### src/sv/i2a_pkg.sv
package i2a_pkg;

    // default depth of the digit store
    localparam int MAX_DIGITS_DEF = 10;

    // reciprocal of ten: q = (v * RECIP_TEN) >> RECIP_SHIFT for any 32-bit v
    localparam logic [31:0] RECIP_TEN   = 32'hCCCC_CCCD;
    localparam int          RECIP_SHIFT = 35;

    localparam logic [6:0] CHAR_ZERO  = 7'h30;
    localparam logic [6:0] CHAR_MINUS = 7'h2D;
    localparam logic [6:0] CHAR_UPPER = 7'h41;
    localparam logic [6:0] CHAR_LOWER = 7'h61;

    typedef enum logic [1:0] {
        MODE_SDEC = 2'd0,
        MODE_UDEC = 2'd1,
        MODE_HEXL = 2'd2,
        MODE_HEXU = 2'd3
    } mode_t;

    typedef enum logic [2:0] {
        ST_IDLE,
        ST_CONV,
        ST_SUB,
        ST_SIGN,
        ST_DIGIT
    } state_t;

    typedef struct packed {
        logic load;
        logic mul;
        logic div_sub;
        logic hex_step;
        logic start_emit;
        logic emit_sign;
        logic emit_digit;
    } cmd_t;

    typedef struct packed {
        logic work_zero;
        logic cnt_full;
        logic is_dec;
        logic neg;
        logic idx_zero;
        logic out_free;
    } sts_t;

    function automatic logic [6:0] digit_char(input logic [3:0] d, input logic upper);
        logic [6:0] c;
        if (d < 4'd10) begin
            c = CHAR_ZERO + {3'd0, d};
        end else if (upper) begin
            c = CHAR_UPPER + {3'd0, d} - 7'd10;
        end else begin
            c = CHAR_LOWER + {3'd0, d} - 7'd10;
        end
        return c;
    endfunction

endpackage

### src/sv/i2a_ctrl.sv
module i2a_ctrl (
    input  logic          aclk,
    input  logic          aresetn,
    input  logic          s_valid,
    output logic          s_ready,
    input  i2a_pkg::sts_t sts,
    output i2a_pkg::cmd_t cmd
);

    i2a_pkg::state_t state_reg, state_next;

    always_ff @(posedge aclk) begin
        if (!aresetn) begin
            state_reg <= i2a_pkg::ST_IDLE;
        end else begin
            state_reg <= state_next;
        end
    end

    // next state
    always_comb begin
        state_next = state_reg;
        unique case (state_reg)
            i2a_pkg::ST_IDLE: begin
                if (s_valid) state_next = i2a_pkg::ST_CONV;
            end
            i2a_pkg::ST_CONV: begin
                if (sts.work_zero || sts.cnt_full) begin
                    state_next = sts.neg ? i2a_pkg::ST_SIGN : i2a_pkg::ST_DIGIT;
                end else if (sts.is_dec) begin
                    state_next = i2a_pkg::ST_SUB;
                end
            end
            i2a_pkg::ST_SUB: begin
                state_next = i2a_pkg::ST_CONV;
            end
            i2a_pkg::ST_SIGN: begin
                if (sts.out_free) state_next = i2a_pkg::ST_DIGIT;
            end
            i2a_pkg::ST_DIGIT: begin
                if (sts.out_free && sts.idx_zero) state_next = i2a_pkg::ST_IDLE;
            end
            default: state_next = i2a_pkg::ST_IDLE;
        endcase
    end

    // outputs
    always_comb begin
        cmd     = '0;
        s_ready = 1'b0;
        unique case (state_reg)
            i2a_pkg::ST_IDLE: begin
                s_ready  = 1'b1;
                cmd.load = s_valid;
            end
            i2a_pkg::ST_CONV: begin
                if (sts.work_zero || sts.cnt_full) begin
                    cmd.start_emit = 1'b1;
                end else if (sts.is_dec) begin
                    cmd.mul = 1'b1;
                end else begin
                    cmd.hex_step = 1'b1;
                end
            end
            i2a_pkg::ST_SUB: begin
                cmd.div_sub = 1'b1;
            end
            i2a_pkg::ST_SIGN: begin
                cmd.emit_sign = sts.out_free;
            end
            i2a_pkg::ST_DIGIT: begin
                cmd.emit_digit = sts.out_free;
            end
            default: begin
                cmd = '0;
            end
        endcase
    end

endmodule

### src/sv/i2a_dp.sv
module i2a_dp #(
    parameter int MAX_DIGITS = i2a_pkg::MAX_DIGITS_DEF
) (
    input  logic          aclk,
    input  logic          aresetn,
    input  logic [1:0]    s_action,
    input  logic [31:0]   s_word_value,
    input  logic          m_ready,
    output logic          m_valid,
    output logic [6:0]    m_char_code,
    output logic          m_last_char,
    output logic [3:0]    m_text_length,
    input  i2a_pkg::cmd_t cmd,
    output i2a_pkg::sts_t sts
);

    localparam int CNT_W = $clog2(MAX_DIGITS + 1);
    localparam int IDX_W = $clog2(MAX_DIGITS);

    logic [31:0]      work_reg;
    logic [31:0]      quot_reg;
    logic [CNT_W-1:0] cnt_reg;
    logic [IDX_W-1:0] idx_reg;
    logic             neg_reg;
    i2a_pkg::mode_t   mode_reg;
    logic [3:0]       digit_mem [MAX_DIGITS];

    logic             m_valid_reg;
    logic [6:0]       m_char_reg;
    logic             m_last_reg;
    logic [3:0]       m_len_reg;

    logic             in_neg;
    logic [31:0]      in_mag;
    logic [63:0]      product;
    logic [31:0]      rem_full;
    logic [CNT_W:0]   total;
    logic             wr_en;
    logic [IDX_W-1:0] wr_addr;
    logic [3:0]       wr_data;

    assign in_neg  = (i2a_pkg::mode_t'(s_action) == i2a_pkg::MODE_SDEC) && s_word_value[31];
    assign in_mag  = in_neg ? (32'd0 - s_word_value) : s_word_value;
    assign product = {32'd0, work_reg} * {32'd0, i2a_pkg::RECIP_TEN};
    // remainder from the registered quotient: work - 10*q
    assign rem_full = work_reg - {quot_reg[28:0], 3'b000} - {quot_reg[30:0], 1'b0};
    assign total    = {1'b0, cnt_reg} + {{CNT_W{1'b0}}, neg_reg};

    always_comb begin
        wr_en   = 1'b0;
        wr_addr = cnt_reg[IDX_W-1:0];
        wr_data = 4'd0;
        priority if (cmd.load) begin
            wr_en   = (in_mag == 32'd0);
            wr_addr = '0;
            wr_data = 4'd0;
        end else if (cmd.div_sub) begin
            wr_en   = 1'b1;
            wr_data = rem_full[3:0];
        end else if (cmd.hex_step) begin
            wr_en   = 1'b1;
            wr_data = work_reg[3:0];
        end else begin
            wr_en   = 1'b0;
        end
    end

    always_ff @(posedge aclk) begin
        if (wr_en) digit_mem[wr_addr] <= wr_data;
    end

    always_ff @(posedge aclk) begin
        if (!aresetn) begin
            work_reg <= '0;
            cnt_reg  <= '0;
            neg_reg  <= 1'b0;
            mode_reg <= i2a_pkg::MODE_SDEC;
        end else begin
            if (cmd.load) begin
                work_reg <= in_mag;
                neg_reg  <= in_neg;
                mode_reg <= i2a_pkg::mode_t'(s_action);
                cnt_reg  <= (in_mag == 32'd0) ? CNT_W'(1) : '0;
            end else if (cmd.div_sub) begin
                work_reg <= quot_reg;
                cnt_reg  <= cnt_reg + CNT_W'(1);
            end else if (cmd.hex_step) begin
                work_reg <= {4'd0, work_reg[31:4]};
                cnt_reg  <= cnt_reg + CNT_W'(1);
            end
        end
    end

    always_ff @(posedge aclk) begin
        if (cmd.mul) quot_reg <= {3'd0, product[63:i2a_pkg::RECIP_SHIFT]};
    end

    always_ff @(posedge aclk) begin
        if (cmd.start_emit) begin
            idx_reg <= IDX_W'(cnt_reg - CNT_W'(1));
        end else if (cmd.emit_digit) begin
            idx_reg <= idx_reg - IDX_W'(1);
        end
    end

    // output register
    always_ff @(posedge aclk) begin
        if (!aresetn) begin
            m_valid_reg <= 1'b0;
        end else if (cmd.emit_sign || cmd.emit_digit) begin
            m_valid_reg <= 1'b1;
        end else if (m_ready) begin
            m_valid_reg <= 1'b0;
        end
    end

    always_ff @(posedge aclk) begin
        if (cmd.emit_sign) begin
            m_char_reg <= i2a_pkg::CHAR_MINUS;
            m_last_reg <= 1'b0;
            m_len_reg  <= 4'd0;
        end else if (cmd.emit_digit) begin
            m_char_reg <= i2a_pkg::digit_char(digit_mem[idx_reg],
                                              mode_reg == i2a_pkg::MODE_HEXU);
            m_last_reg <= (idx_reg == '0);
            m_len_reg  <= (idx_reg == '0) ? total[3:0] : 4'd0;
        end
    end

    assign m_valid       = m_valid_reg;
    assign m_char_code   = m_char_reg;
    assign m_last_char   = m_last_reg;
    assign m_text_length = m_len_reg;

    assign sts.work_zero = (work_reg == 32'd0);
    assign sts.cnt_full  = (cnt_reg == CNT_W'(MAX_DIGITS));
    assign sts.is_dec    = (mode_reg == i2a_pkg::MODE_SDEC) || (mode_reg == i2a_pkg::MODE_UDEC);
    assign sts.neg       = neg_reg;
    assign sts.idx_zero  = (idx_reg == '0);
    assign sts.out_free  = !m_valid_reg || m_ready;

    a_cnt_bound: assert property (@(posedge aclk) disable iff (!aresetn)
        cnt_reg <= CNT_W'(MAX_DIGITS))
        else $error("digit count past store depth");

    a_last_len: assert property (@(posedge aclk) disable iff (!aresetn)
        m_valid_reg && m_last_reg |-> m_len_reg != 4'd0)
        else $error("final character without length");

    a_minus_first: assert property (@(posedge aclk) disable iff (!aresetn)
        cmd.emit_sign |=> m_valid_reg && !m_last_reg && m_char_reg == i2a_pkg::CHAR_MINUS)
        else $error("sign character not followed by digits");

    a_emit_has_digits: assert property (@(posedge aclk) disable iff (!aresetn)
        cmd.start_emit |-> cnt_reg != '0)
        else $error("emission started with no digits");

endmodule

### src/sv/integer_to_ascii_formatter.sv
// integer to ascii formatter: one input transaction carries a 2-bit format
// (signed decimal, unsigned decimal, lowercase hex, uppercase hex) and a 32-bit
// word; the block answers with one output transaction per character, most
// significant first, with a leading '-' for negative signed values (the most
// negative value prints exactly) and a single '0' for zero. the final character
// raises m_last_char and carries the total character count in m_text_length,
// which reads 0 on every other character. sequence: the word is taken in idle,
// then each decimal digit takes a reciprocal multiply step, then a remainder
// and store step, and each hex digit a single shift step; a start-emission step
// follows, then one character per cycle while the output side takes them.
// the next word is taken as soon as the last character sits in the output
// register, even if it has not been taken yet.
module integer_to_ascii_formatter #(
    parameter int MAX_DIGITS = i2a_pkg::MAX_DIGITS_DEF
) (
    input  logic        aclk,
    input  logic        aresetn,
    // input transaction
    input  logic        s_valid,
    output logic        s_ready,
    input  logic [1:0]  s_action,
    input  logic [31:0] s_word_value,
    // output transaction, one per character
    output logic        m_valid,
    input  logic        m_ready,
    output logic [6:0]  m_char_code,
    output logic        m_last_char,
    output logic [3:0]  m_text_length
);

    // command and status between sequencer and datapath
    i2a_pkg::cmd_t cmd;
    i2a_pkg::sts_t sts;

    // sequencer: load, per-digit conversion steps, then character emission
    i2a_ctrl u_ctrl (
        .aclk    (aclk),
        .aresetn (aresetn),
        .s_valid (s_valid),
        .s_ready (s_ready),
        .sts     (sts),
        .cmd     (cmd)
    );

    // datapath: magnitude, divide-by-ten unit, digit store, output register
    i2a_dp #(
        .MAX_DIGITS (MAX_DIGITS)
    ) u_dp (
        .aclk          (aclk),
        .aresetn       (aresetn),
        .s_action      (s_action),
        .s_word_value  (s_word_value),
        .m_ready       (m_ready),
        .m_valid       (m_valid),
        .m_char_code   (m_char_code),
        .m_last_char   (m_last_char),
        .m_text_length (m_text_length),
        .cmd           (cmd),
        .sts           (sts)
    );

endmodule
### config.mk
export PLATFORM = sky130hd
export DESIGN_NAME = integer_to_ascii_formatter
export DESIGN_NICKNAME = d
export VERILOG_FILES = /design/src/sv/i2a_pkg.sv /design/src/sv/i2a_ctrl.sv /design/src/sv/i2a_dp.sv /design/src/sv/integer_to_ascii_formatter.sv
export SDC_FILE = /design/constraint.sdc
export NUM_CORES = 1
export LEC_CHECK = 0
export BUFFER_PORTS_ARGS = -buffer_cell sky130_fd_sc_hd__buf_2
export CELL_PAD_IN_SITES_DETAIL_PLACEMENT = 1
export CELL_PAD_IN_SITES_GLOBAL_PLACEMENT = 1
export CORE_ASPECT_RATIO = 0.75
export CORE_UTILIZATION = 44
export CTS_CLUSTER_SIZE = 16
export DETAILED_ROUTE_END_ITERATION = 12
export PLACE_DENSITY_LB_ADDON = 0.1
export SLEW_MARGIN = 20
export SYNTH_ARGS = -nofsm -noshare
export SYNTH_HDL_FRONTEND = slang
export SYNTH_HIERARCHICAL = 1
export SYNTH_SLANG_ARGS = --single-unit
### constraint.sdc
create_clock -name aclk -period 9.9 [get_ports aclk]
set_clock_uncertainty 0.05 [all_clocks]
set_input_delay 2.97 -clock aclk [delete_from_list [all_inputs] [get_ports aclk]]
set_output_delay 2.97 -clock aclk [all_outputs]
set_load 0.05 [all_outputs]
---- Word level (Yosys, flattened, before mapping) ----
Memory sizes are Yosys's and may differ from the RTL's. A register that Yosys moved wholly into a read port is not among the register bits.
Index checks and enable logic that the tools add are counted.
Widths: inputs -> output; s select.
operators by class
  add/sub/neg operators ................... 12
  multipliers ............................. 1
  divide/modulo/power cells ............... 0
  magnitude comparators ................... 1
  eq/ne operators ......................... 11
  shift operators ......................... 0
  multiplexer cells ....................... 44
  bitwise operators ....................... 0
  reductions and logical operators ........ 17
operators by type and width
  cell                    count
  $mux 32                 4
  $logic_not 32->1        2
  $mul 32x32->64 const B  1
  $mux 4                  11
  $sub 1x32->32 const A   1
  $mux 1                  19
  $mux 3                  6
  $pmux 3 s5              1
  $mux 7                  2
  $sub 7x4->7 const B     2
  $sub 4x1->4 const B     2
  $sub 4x4->4             2
  $add 6x4->7 const A     1
  $add 6x5->7 const A     1
  $add 7x4->7 const A     1
  $eq 3x2->1 const B      2
  $add 4x1->4             1
  $add 4x1->4 const B     1
  $eq 4x4->1 const B      1
  $logic_not 2->1         2
  $logic_not 4->1         1
  $logic_or 1x1->1        4
  $lt 4x4->1 const B      1
  $ne 2x1->1 const B      2
  other kinds (13)        15
storage, ports and cells
  register bits ........................... 88
  latch bits .............................. 0
  RAM bits ................................ 40
  ROM bits ................................ 0
  bits of input ports ..................... 38
  word-level logic and storage cells ...... 98
  memories ................................ 1
memory list
  memory          depth  bits a word  rd ports  clocked after Yosys merged registers in  write ports  line          source
  u_dp.digit_mem  10     4            1         1                                        1            i2a_dp.sv:26  logic [3:0] digit_mem [MAX_DIGITS];

---- Depth between registers and ports, before layout ----
Gate-level depths: netlist of the first run.
  depth after elaboration ................. 10
  depth in mapped cells ................... 25
  gate-level depth less buffers ........... 25

---- By module ----
Netlist of the first run, hierarchy kept.
by module, submodules not included
  module    instances  cells each  area each (sq um)  seq. area each (sq um)
  i2a_dp    1          2423        23921.7            3313.2
  i2a_ctrl  1          33          262.8              60.1

---- Worst setup path before layout of the first run ----
No wires, ideal clock.
  path type ............................... register -> register
  start point ............................. register u_dp.work_reg[20]
  end point ............................... register u_dp.quot_reg[24] (data pin)
  library setup time ...................... 256 ps
  arrival time ............................ 6618 ps
  path slack .............................. 2976 ps
  cell stages (with the launch flop) ...... 25
  clock period less this slack ............ 6924 ps
  cells stage by stage .................... dfxtp_1 -> inv_1 -> ha_1 -> inv_1 -> fa_1 -> inv_1 -> fa_1 -> inv_1 -> fa_1 -> inv_1 -> fa_1 -> fa_1 -> fa_1 -> inv_1 -> fa_1 -> inv_1 -> ha_1 -> a21oi_1 -> o21ai_0 -> a211oi_1 -> o211ai_1 -> o2111ai_1 -> a211oi_1 -> or4_1 -> o211a_1
on the way
  word-level cells in the longest chain between the ends .. 1
RTL lines
  what                      line          source
  start: declaration        i2a_dp.sv:20  logic [31:0] work_reg;
  start signal: assignment  i2a_dp.sv:80  work_reg <= in_mag;
  start signal: assignment  i2a_dp.sv:85  work_reg <= quot_reg;
  start signal: assignment  i2a_dp.sv:88  work_reg <= {4'd0, work_reg[31:4]};
  $mul 32x32->64            i2a_dp.sv:44  assign product = {32'd0, work_reg} * {32'd0, i2a_pkg::RECIP_TEN};
  net u_dp.product[59]      i2a_dp.sv:35  logic [63:0] product;
  end signal: assignment    i2a_dp.sv:95  if (cmd.mul) quot_reg <= {3'd0, product[63:i2a_pkg::RECIP_SHIFT]};
  end: declaration          i2a_dp.sv:21  logic [31:0] quot_reg;
The timed path passes the listed nets, and every way through them passes these cells.
A chain may end at the register's enable or synchronous reset.

---- Final worst setup path of the first run ----
  start point ............................. register u_dp.work_reg[18]
  end point ............................... register u_dp.quot_reg[25] (data pin)
The elaborated chain is that of the path after synthesis.

==> results of run 1 <==
-- tightest hold or removal path, stage by stage (launching register included) --
cell and delay [ps]:
dfxtp_1 310, nand2b_1 60, a21oi_1 50
-- through the flow --
step	hold slack (ps)	area, um2	instances
CTS	423	25800	3212
global placement	401	25200	3180
floorplan	418	24200	2456
global route	453	25800	3212
finish	419	25800	3213
detailed placement	409	25200	3180
-- cells in the mapped netlist (19+ instances only) --
library cell / instances
inv_1: 582
fa_1: 386
ha_1: 372
nor2_1: 116
a21oi_1: 110
nand2_1: 93
edfxtp_1: 73
xor2_1: 63
mux2i_1: 61
dfxtp_1: 59
xnor2_1: 50
o21ai_0: 47
clkbuf_1: 44
a211oi_1: 39
a21o_1: 36
nand3_1: 30
nor3_1: 30
and2_1: 29
nand4_1: 26
nand2b_1: 19
-- worst max path at each step --
stage / slack (ps) / endpoint / cells past startpoint
detailed placement: 1380 / u_dp/quot_reg[25] / 25
global placement: 1420 / u_dp/quot_reg[25] / 25
CTS: 1340 / u_dp/quot_reg[25] / 25
finish: 1310 / u_dp/quot_reg[25] / 25
floorplan: 2980 / u_dp/quot_reg[24] / 24
global route: 1000 / u_dp/quot_reg[25] / 25
-- kinds of logic after synthesis --
family,after synthesis
simple gates,419
buf+inv,642
xor+xnor,113
compound gates,315
flops,132
fa+ha+maj,758
mux,77
-- layer usage --
layer	track usage (%)	routed length, um	share of wire [%]	vias up
met5	0	0	0	-
met4	5.70	1260	1.6	0
met3	10.9	8000	9.9	58
met2	43.7	33400	41	523
met1	43.9	38400	47	9013
li1	-	-	-	7996
-- cell type report --
cell class	instances	share of cell area [%]
diodes	1	0.00970
clock buffers	17	1.65
clock inverters	15	0.621
inverters	582	8.47
multi-input cells	1682	71.4
flip-flops and latches	132	13.1
well taps	722	3.50
repair buffers	62	1.31
==> results_dict.tcl, run 1 <==
set metrics [dict create \
    status "finished clean" \
    hold_viol 0 \
    synthMuxAreaShare_pct 3.64 \
    cts-htree-levels 4 \
    drc 0 \
    crit_fanout 8 \
    via_per_inst 5.47 \
    synth-async-reset-ratio_pct 0 \
    period_minus_slack_ps 8590 \
    syn-cell-area_um2 24200 \
    routed-via-count 17600 \
    ys_seq_area_share_pct 13.9 \
    nFillCells 6116 \
    dp_slack_ps 1380 \
    r2r-start "u_dp/work_reg[18]" \
    reg2reg_slack_ps 1310 \
    whs_path_depth 2 \
    setup_viol 0 \
    cp_top_family "adder cells" \
    layout_setup_ws_ps 1310 \
    overflow 0 \
    synthAdderAreaFrac_pct 51.2 \
    reg2regPathDepth 25 \
    drv_slew 0 \
    post-cts-setup-buffer-count 0 \
    rows 74 \
    syn_to_final_growth_pct 6.64 \
    cp_num_buf_inv 8 \
    synth-xor-area-share_pct 4.09 \
    final.setup.tns_ps 0 \
    ys_top_cells_by_area "fa_1 32%, ha_1 19%, edfxtp_1 9.1%" \
    syn_nets 3252 \
    routabilityCongestion 1.01 \
    final_core_util_pct 47.5 \
    hold_path_class "reg2reg" \
    synth.top_cell.area_share_pct 32.0 \
    clockRootBuffer "clkbuf_16" \
    wire_per_inst_um 25.2 \
    fin_nets 3273 \
    worstPathRequired_ps 10040 \
    hpwl_um 71000 \
    wl_um 81000 \
    die-height_um 205 \
    cts_tree "yes" \
    critPathLaunchType "flop" \
    fmax_mhz 116 \
    fin_crit_sh_pct 86.7 \
    clk_pin_slew_ps 60 \
    synth-seq-cells 132 \
    mostFrequentLayoutCell "inv_1" \
    ys_warn_count 6 \
    synth_area_per_cell_um2 9.85 \
    synth_cell_types 74 \
    grt_first_pass_wirelength_um 124000 \
    grt_use_total_pct 30.4 \
    grt_max_degree 65 \
    layout_common_cells "582 x inv_1, 386 x fa_1, 372 x ha_1, 116 x nor2_1, 110 x a21oi_1" \
    io_buffer_count 51 \
    synth_compound_area_share_pct 8.30 \
    fp.coreArea_um2 54300 \
    rsz0062_at_grt "false" \
    synth_edf_count 73 \
    ff_latch_area_um2 3370 \
    drtPass1Iterations 5 \
    synthSimpleGateAreaFrac_pct 8.75 \
    synth_top_family_by_area "adder cells" \
    io_pins 52 \
    die_width_um 273 \
    r2r-end "u_dp/quot_reg[25]" \
    synth_top_flop_cell "edfxtp_1" \
    holdCritStartpoint "u_dp/m_text_length[1]" \
    startpoint "u_dp/work_reg[18]" \
    clock_latency_ps 420 \
    post_cts_resized 0 \
    drv_cap 0 \
    synth_cells 2456 \
    layout-drive-gt1-share_pct 5.18 \
    worstSetupEndpointType "flop" \
    drt_iter0_drc 1049 \
    cts_buffers 17 \
    clock_sinks 132 \
    die_area_um2 55900 \
    clockBufferDepth 2 \
    cts_hold_buf 0 \
    holdPathEnd "u_dp/m_text_length[1]" \
    multi_input_area_um2 18400 \
    slew_headroom_pct 36.6 \
    antenna_found_initial 2 \
    cp.arrival_ps 8730 \
    max_stage_delay_ps 710 \
    largest_reg_flops 40 \
    crit_type "reg2reg" \
    final_antenna_net_count 0 \
    start_util_pct 44.5 \
    synth_top_area_cell "fa_1" \
    cp_slowest_cell "dfxtp_1" \
    first_global_vias 19300 \
    tightest_slew_ps 943 \
]
Power of run 1 is left out: the tool's default activity adds up to more than one toggle a clock period on the data nets, which glitch-free logic cannot reach.
==> inputs of run 2 (changes only) <==
Settings changed: REMOVE_ABC_BUFFERS set to 1.
Clock period 9.9 ns to 8.9 ns, I/O delays scaled along.
==> run 2 against run 1 <==
  * Routed wire length is 0.84% higher
  * Die area stayed put
  * Setup slack worse by 900 ps
  * Worst hold slack worse by 4.3 ps
  * Sequential share of layout area is 0.12 points lower
  * Clock-buffer cell count is 6 higher
  * Non-clock buffer count is 24 higher
  * Critical path depth is 2 lower
  * Cell count is 0.72% higher
  * Global-route usage is 0.10 points higher
==> results_dict.tcl, run 2 (synthesis gave the netlist of run 1 again) <==
set metrics [dict create \
    antenna_found_initial 1 \
    status "finished clean" \
    io_buffer_count 51 \
    tightest_slew_ps 1070 \
    cts_buffers 17 \
    reg2regPathDepth 23 \
    clock_latency_ps 430 \
    wl_um 81700 \
    overflow 0 \
    post-cts-setup-buffer-count 0 \
    final_core_util_pct 47.9 \
    hold_viol 0 \
    clock_sinks 132 \
    cp_num_buf_inv 7 \
    path_cells "inv_1 > ha_1 > inv_1 > fa_1 > inv_1 > fa_1 > inv_1 > fa_1 > inv_1 > fa_1 > fa_1 > fa_1 > inv_1 > fa_1 > inv_1 > ha_1 > and4_1 > a31o_2 > a311oi_1 > o31a_1 > o21ai_1 > a2111o_1 > o211a_1" \
    mostFrequentLayoutCell "inv_1" \
    hpwl_um 71300 \
    syn_to_final_growth_pct 7.61 \
    crit_fanout 8 \
    post_cts_resized 0 \
    final_cell_area_um2 26000 \
    fin_crit_sh_pct 95.4 \
    routed-via-count 17800 \
    rows 74 \
    max_stage_delay_ps 700 \
    drc 0 \
    period_minus_slack_ps 8490 \
    cts_hold_buf 0 \
    rsz0062_at_grt "false" \
    drv_cap 0 \
    critPathLaunchType "flop" \
    cp_top_family "adder cells" \
    final_antenna_net_count 0 \
    first_global_vias 19500 \
    n_antenna_cell 0 \
    fin_nets 3297 \
    cp_slowest_cell "dfxtp_1" \
    grt_use_total_pct 30.5 \
    largest_reg_flops 40 \
    start_util_pct 44.5 \
    drtPass1Iterations 6 \
    grt_first_pass_wirelength_um 124000 \
    clockBufferDepth 2 \
    startpoint "u_dp/work_reg[18]" \
    grt_max_degree 65 \
    die_width_um 273 \
    wire_per_inst_um 25.3 \
    layout_common_cells "582 x inv_1, 386 x fa_1, 372 x ha_1, 116 x nor2_1, 110 x a21oi_1" \
    final.setup.tns_ps 0 \
    slew_headroom_pct 28.2 \
    routabilityCongestion 0.976 \
    hold_path_class "reg2reg" \
    reg2reg_slack_ps 410 \
    drv_slew 0 \
    whs_path_depth 2 \
    clk_pin_slew_ps 60 \
    die_area_um2 55900 \
    worst-path-stages 23 \
    fmax_mhz 118 \
    cts-htree-levels 4 \
    endpoint "u_dp/quot_reg[26]" \
    fp.coreArea_um2 54300 \
    r2r-start "u_dp/work_reg[18]" \
    r2r-end "u_dp/quot_reg[26]" \
    io_pins 52 \
    cts_tree "yes" \
    clockRootBuffer "clkbuf_16" \
    placed_area_um2 25400 \
    cp.arrival_ps 8620 \
    drt_iter0_drc 1038 \
    layout-drive-gt1-share_pct 6.09 \
    via_per_inst 5.50 \
    setup_viol 0 \
    worstPathRequired_ps 9030 \
    die-height_um 205 \
    crit_type "reg2reg" \
    worstSetupEndpointType "flop" \
]
-- run 2: changes by cell type in the layout (fill, tap and decap cells not counted), sizes merged, moves of 3 or more --
| cell | delta |
|---|---|
| clkbuf | +6 |
| clkinv | -3 |
| buf | +24 |
| inv | -3 |
-- run 2: area by class of cell --
type                    count  area (um2)
flip-flops and latches    132        3370
fillers                  6065       28300
clock inverters             9        93.8
inverters                 582        2180
well taps                 722         903
multi-input cells        1682       18400
repair buffers             86         518
clock buffers              23         547
-- run 2: through the flow --
stage | setup WS (ps) | std cells | hold slack [ps]
after floorplan | 1980 | 2396 | 418
after global placement | 622 | 3204 | 401
after detailed placement | 582 | 3204 | 410
after CTS | 538 | 3236 | 420
after global routing | 145 | 3236 | 439
final | 411 | 3236 | 415
-- run 2: worst reg2reg max path, stage by stage, from the launching register on --
cell and delay, ps:
dfxtp_1 700, inv_1 110, ha_1 550, inv_1 200, fa_1 530, inv_1 50, fa_1 500, inv_1 50
fa_1 520, inv_1 60, fa_1 570, fa_1 440, fa_1 540, inv_1 60, fa_1 480, inv_1 40
ha_1 350, and4_1 230, a31o_2 220, a311oi_1 270, o31a_1 630, o21ai_1 480, a2111o_1 490, o211a_1 130
-- run 2: how the worst min path moves through the flow --
stage	slack (ps)	to	from
5_1_grt	440	u_dp/m_text_length[0]	u_dp/m_text_length[0]
3_5_place_dp	410	u_dp/m_text_length[0]	u_dp/m_text_length[0]
6_report	420	u_dp/m_text_length[0]	u_dp/m_text_length[0]
3_3_place_gp	400	u_dp/m_char_code[0]	u_dp/m_char_code[0]
2_1_floorplan	420	flop	u_dp/idx_reg[1]
4_1_cts	420	u_dp/m_text_length[0]	u_dp/m_text_length[0]
-- run 2: routing by layer --
layer  GRT usage [%]  share of wire, %
met3            11.7                10
met4            6.32               1.8
met1            43.6                47
met5               0                 0
met2            43.5                41
Power of run 2 is left out for the same reason.
==> inputs of run 3 (changes only) <==
Settings changed: CTS_BUF_LIST set to sky130_fd_sc_hd__clkbuf_4, RECOVER_POWER set to 100.
==> run 3 against run 2 <==
  * The run now ends with capacitance limit, slew limit left
  * Core utilization down 0.65 points
  * Non-clock buffer count stayed put
  * Fmax grew 0.70%
  * Critical path type unchanged
  * Critical endpoint unchanged
  * Highest routed layer unchanged
==> results_dict.tcl, run 3 (synthesis gave the netlist of run 1 again) <==
set metrics [dict create \
    final.setup.tns_ps 0 \
    grt_max_degree 65 \
    critPathLaunchType "flop" \
    nFillCells 6105 \
    holdCritStartpoint "u_dp/m_text_length[0]" \
    drc 0 \
    fmax_mhz 119 \
    hold_path_class "reg2reg" \
    die_area_um2 55900 \
    rsz0062_at_grt "false" \
    post-cts-setup-buffer-count 0 \
    io_pins 52 \
    syn_to_final_growth_pct 6.15 \
    via_per_inst 5.49 \
    worstSetupEndpointType "flop" \
    worstPathRequired_ps 9180 \
    rows 74 \
    mostFrequentLayoutCell "inv_1" \
    crit_type "reg2reg" \
    drt_iter0_drc 1030 \
    post_cts_resized 0 \
    overflow 0 \
    slew_headroom_pct -69.2 \
    io_buffer_count 51 \
    fin_crit_sh_pct 94.7 \
    wire_per_inst_um 25.2 \
    period_minus_slack_ps 8430 \
    routabilityCongestion 0.976 \
    hold_viol 0 \
    die_width_um 273 \
    drtPass1Iterations 5 \
    cts_tree "yes" \
    start_util_pct 44.5 \
    clock_latency_ps 570 \
    multi_input_area_um2 18400 \
    wl_um 81500 \
    failed_checks "capacitance limit, slew limit" \
    grt_first_pass_wirelength_um 123000 \
    hpwl_um 71300 \
    grt_use_total_pct 30.5 \
    largest_reg_flops 40 \
    final_antenna_net_count 0 \
    clockBufferDepth 2 \
    drv_cap 2 \
    crit_fanout 8 \
    ff_latch_area_um2 3370 \
    startpoint "u_dp/work_reg[16]" \
    fp.coreArea_um2 54300 \
    layout_common_cells "582 x inv_1, 386 x fa_1, 372 x ha_1, 117 x nor2_1, 110 x a21oi_1" \
    setup_viol 0 \
    die-height_um 205 \
    cts_buffers 17 \
    fin_nets 3297 \
    status "finished with violations" \
    tightest_slew_ps 2540 \
    clockRootBuffer "clkbuf_4" \
    clk_pin_slew_ps 130 \
    r2r-start "u_dp/work_reg[16]" \
    layout-drive-gt1-share_pct 5.05 \
    cp.arrival_ps 8710 \
    drv_slew 64 \
    cts-htree-levels 4 \
    cts_hold_buf 0 \
    first_global_vias 19500 \
    routed-via-count 17800 \
    clock_sinks 132 \
    antenna_found_initial 2 \
]
-- run 3: stage by stage --
stage               setup WS [ps]  hold WS (ps)  cells  util [%]  instance area (um2)
finish                        470           428   3237      47.2                25700
global route                  151           452   3237      47.2                25700
CTS                           531           429   3236      47.3                25700
detailed placement            582           410   3204      46.7                25400
global placement              622           401   3204      46.7                25400
floorplan                    1980           418   2396         -                23900
-- run 3: worst paths after layout --
| path | end | slack, ps | cells past startpoint |
|---|---|---|---|
| max | u_dp/quot_reg[26] | 470 | 21 |
| min | u_dp/m_text_length[0] | 430 | 2 |
| max reg2reg | u_dp/quot_reg[26] | 470 | 21 |
| min reg2reg | u_dp/m_text_length[0] | 430 | 2 |
-- run 3: cell type report --
| type | instances | area share (%) |
|---|---|---|
| multi-input cells | 1682 | 71.6 |
| clock buffers | 18 | 0.526 |
| clock inverters | 14 | 0.848 |
| diodes | 1 | 0.00975 |
| repair buffers | 86 | 1.89 |
| inverters | 582 | 8.51 |
| flip-flops and latches | 132 | 13.1 |
| well taps | 722 | 3.52 |
-- run 3: layer usage --
layer | vias to the layer above | track usage (%) | wire length (um)
met4 | 0 | 6.30 | 1490
met5 | - | 0 | 0
met1 | 9119 | 43.4 | 38300
li1 | 8044 | - | -
met3 | 70 | 11.7 | 8340
met2 | 536 | 43.4 | 33400
-- run 3: worst max-delay path, cell delays in order, from the launching register on --
cell      delay [ps]
dfxtp_1          710
inv_1            100
ha_1             510
inv_1            220
fa_1             550
inv_1             60
fa_1             530
inv_1             60
fa_1             510
inv_1             60
fa_1             620
fa_1             460
fa_1             520
fa_1             420
ha_1             380
and4_1           250
a31o_2           220
a311oi_1         270
o31a_1           600
o21ai_1          460
a2111o_1         490
o211a_1          140
Power of run 3 is left out for the same reason.
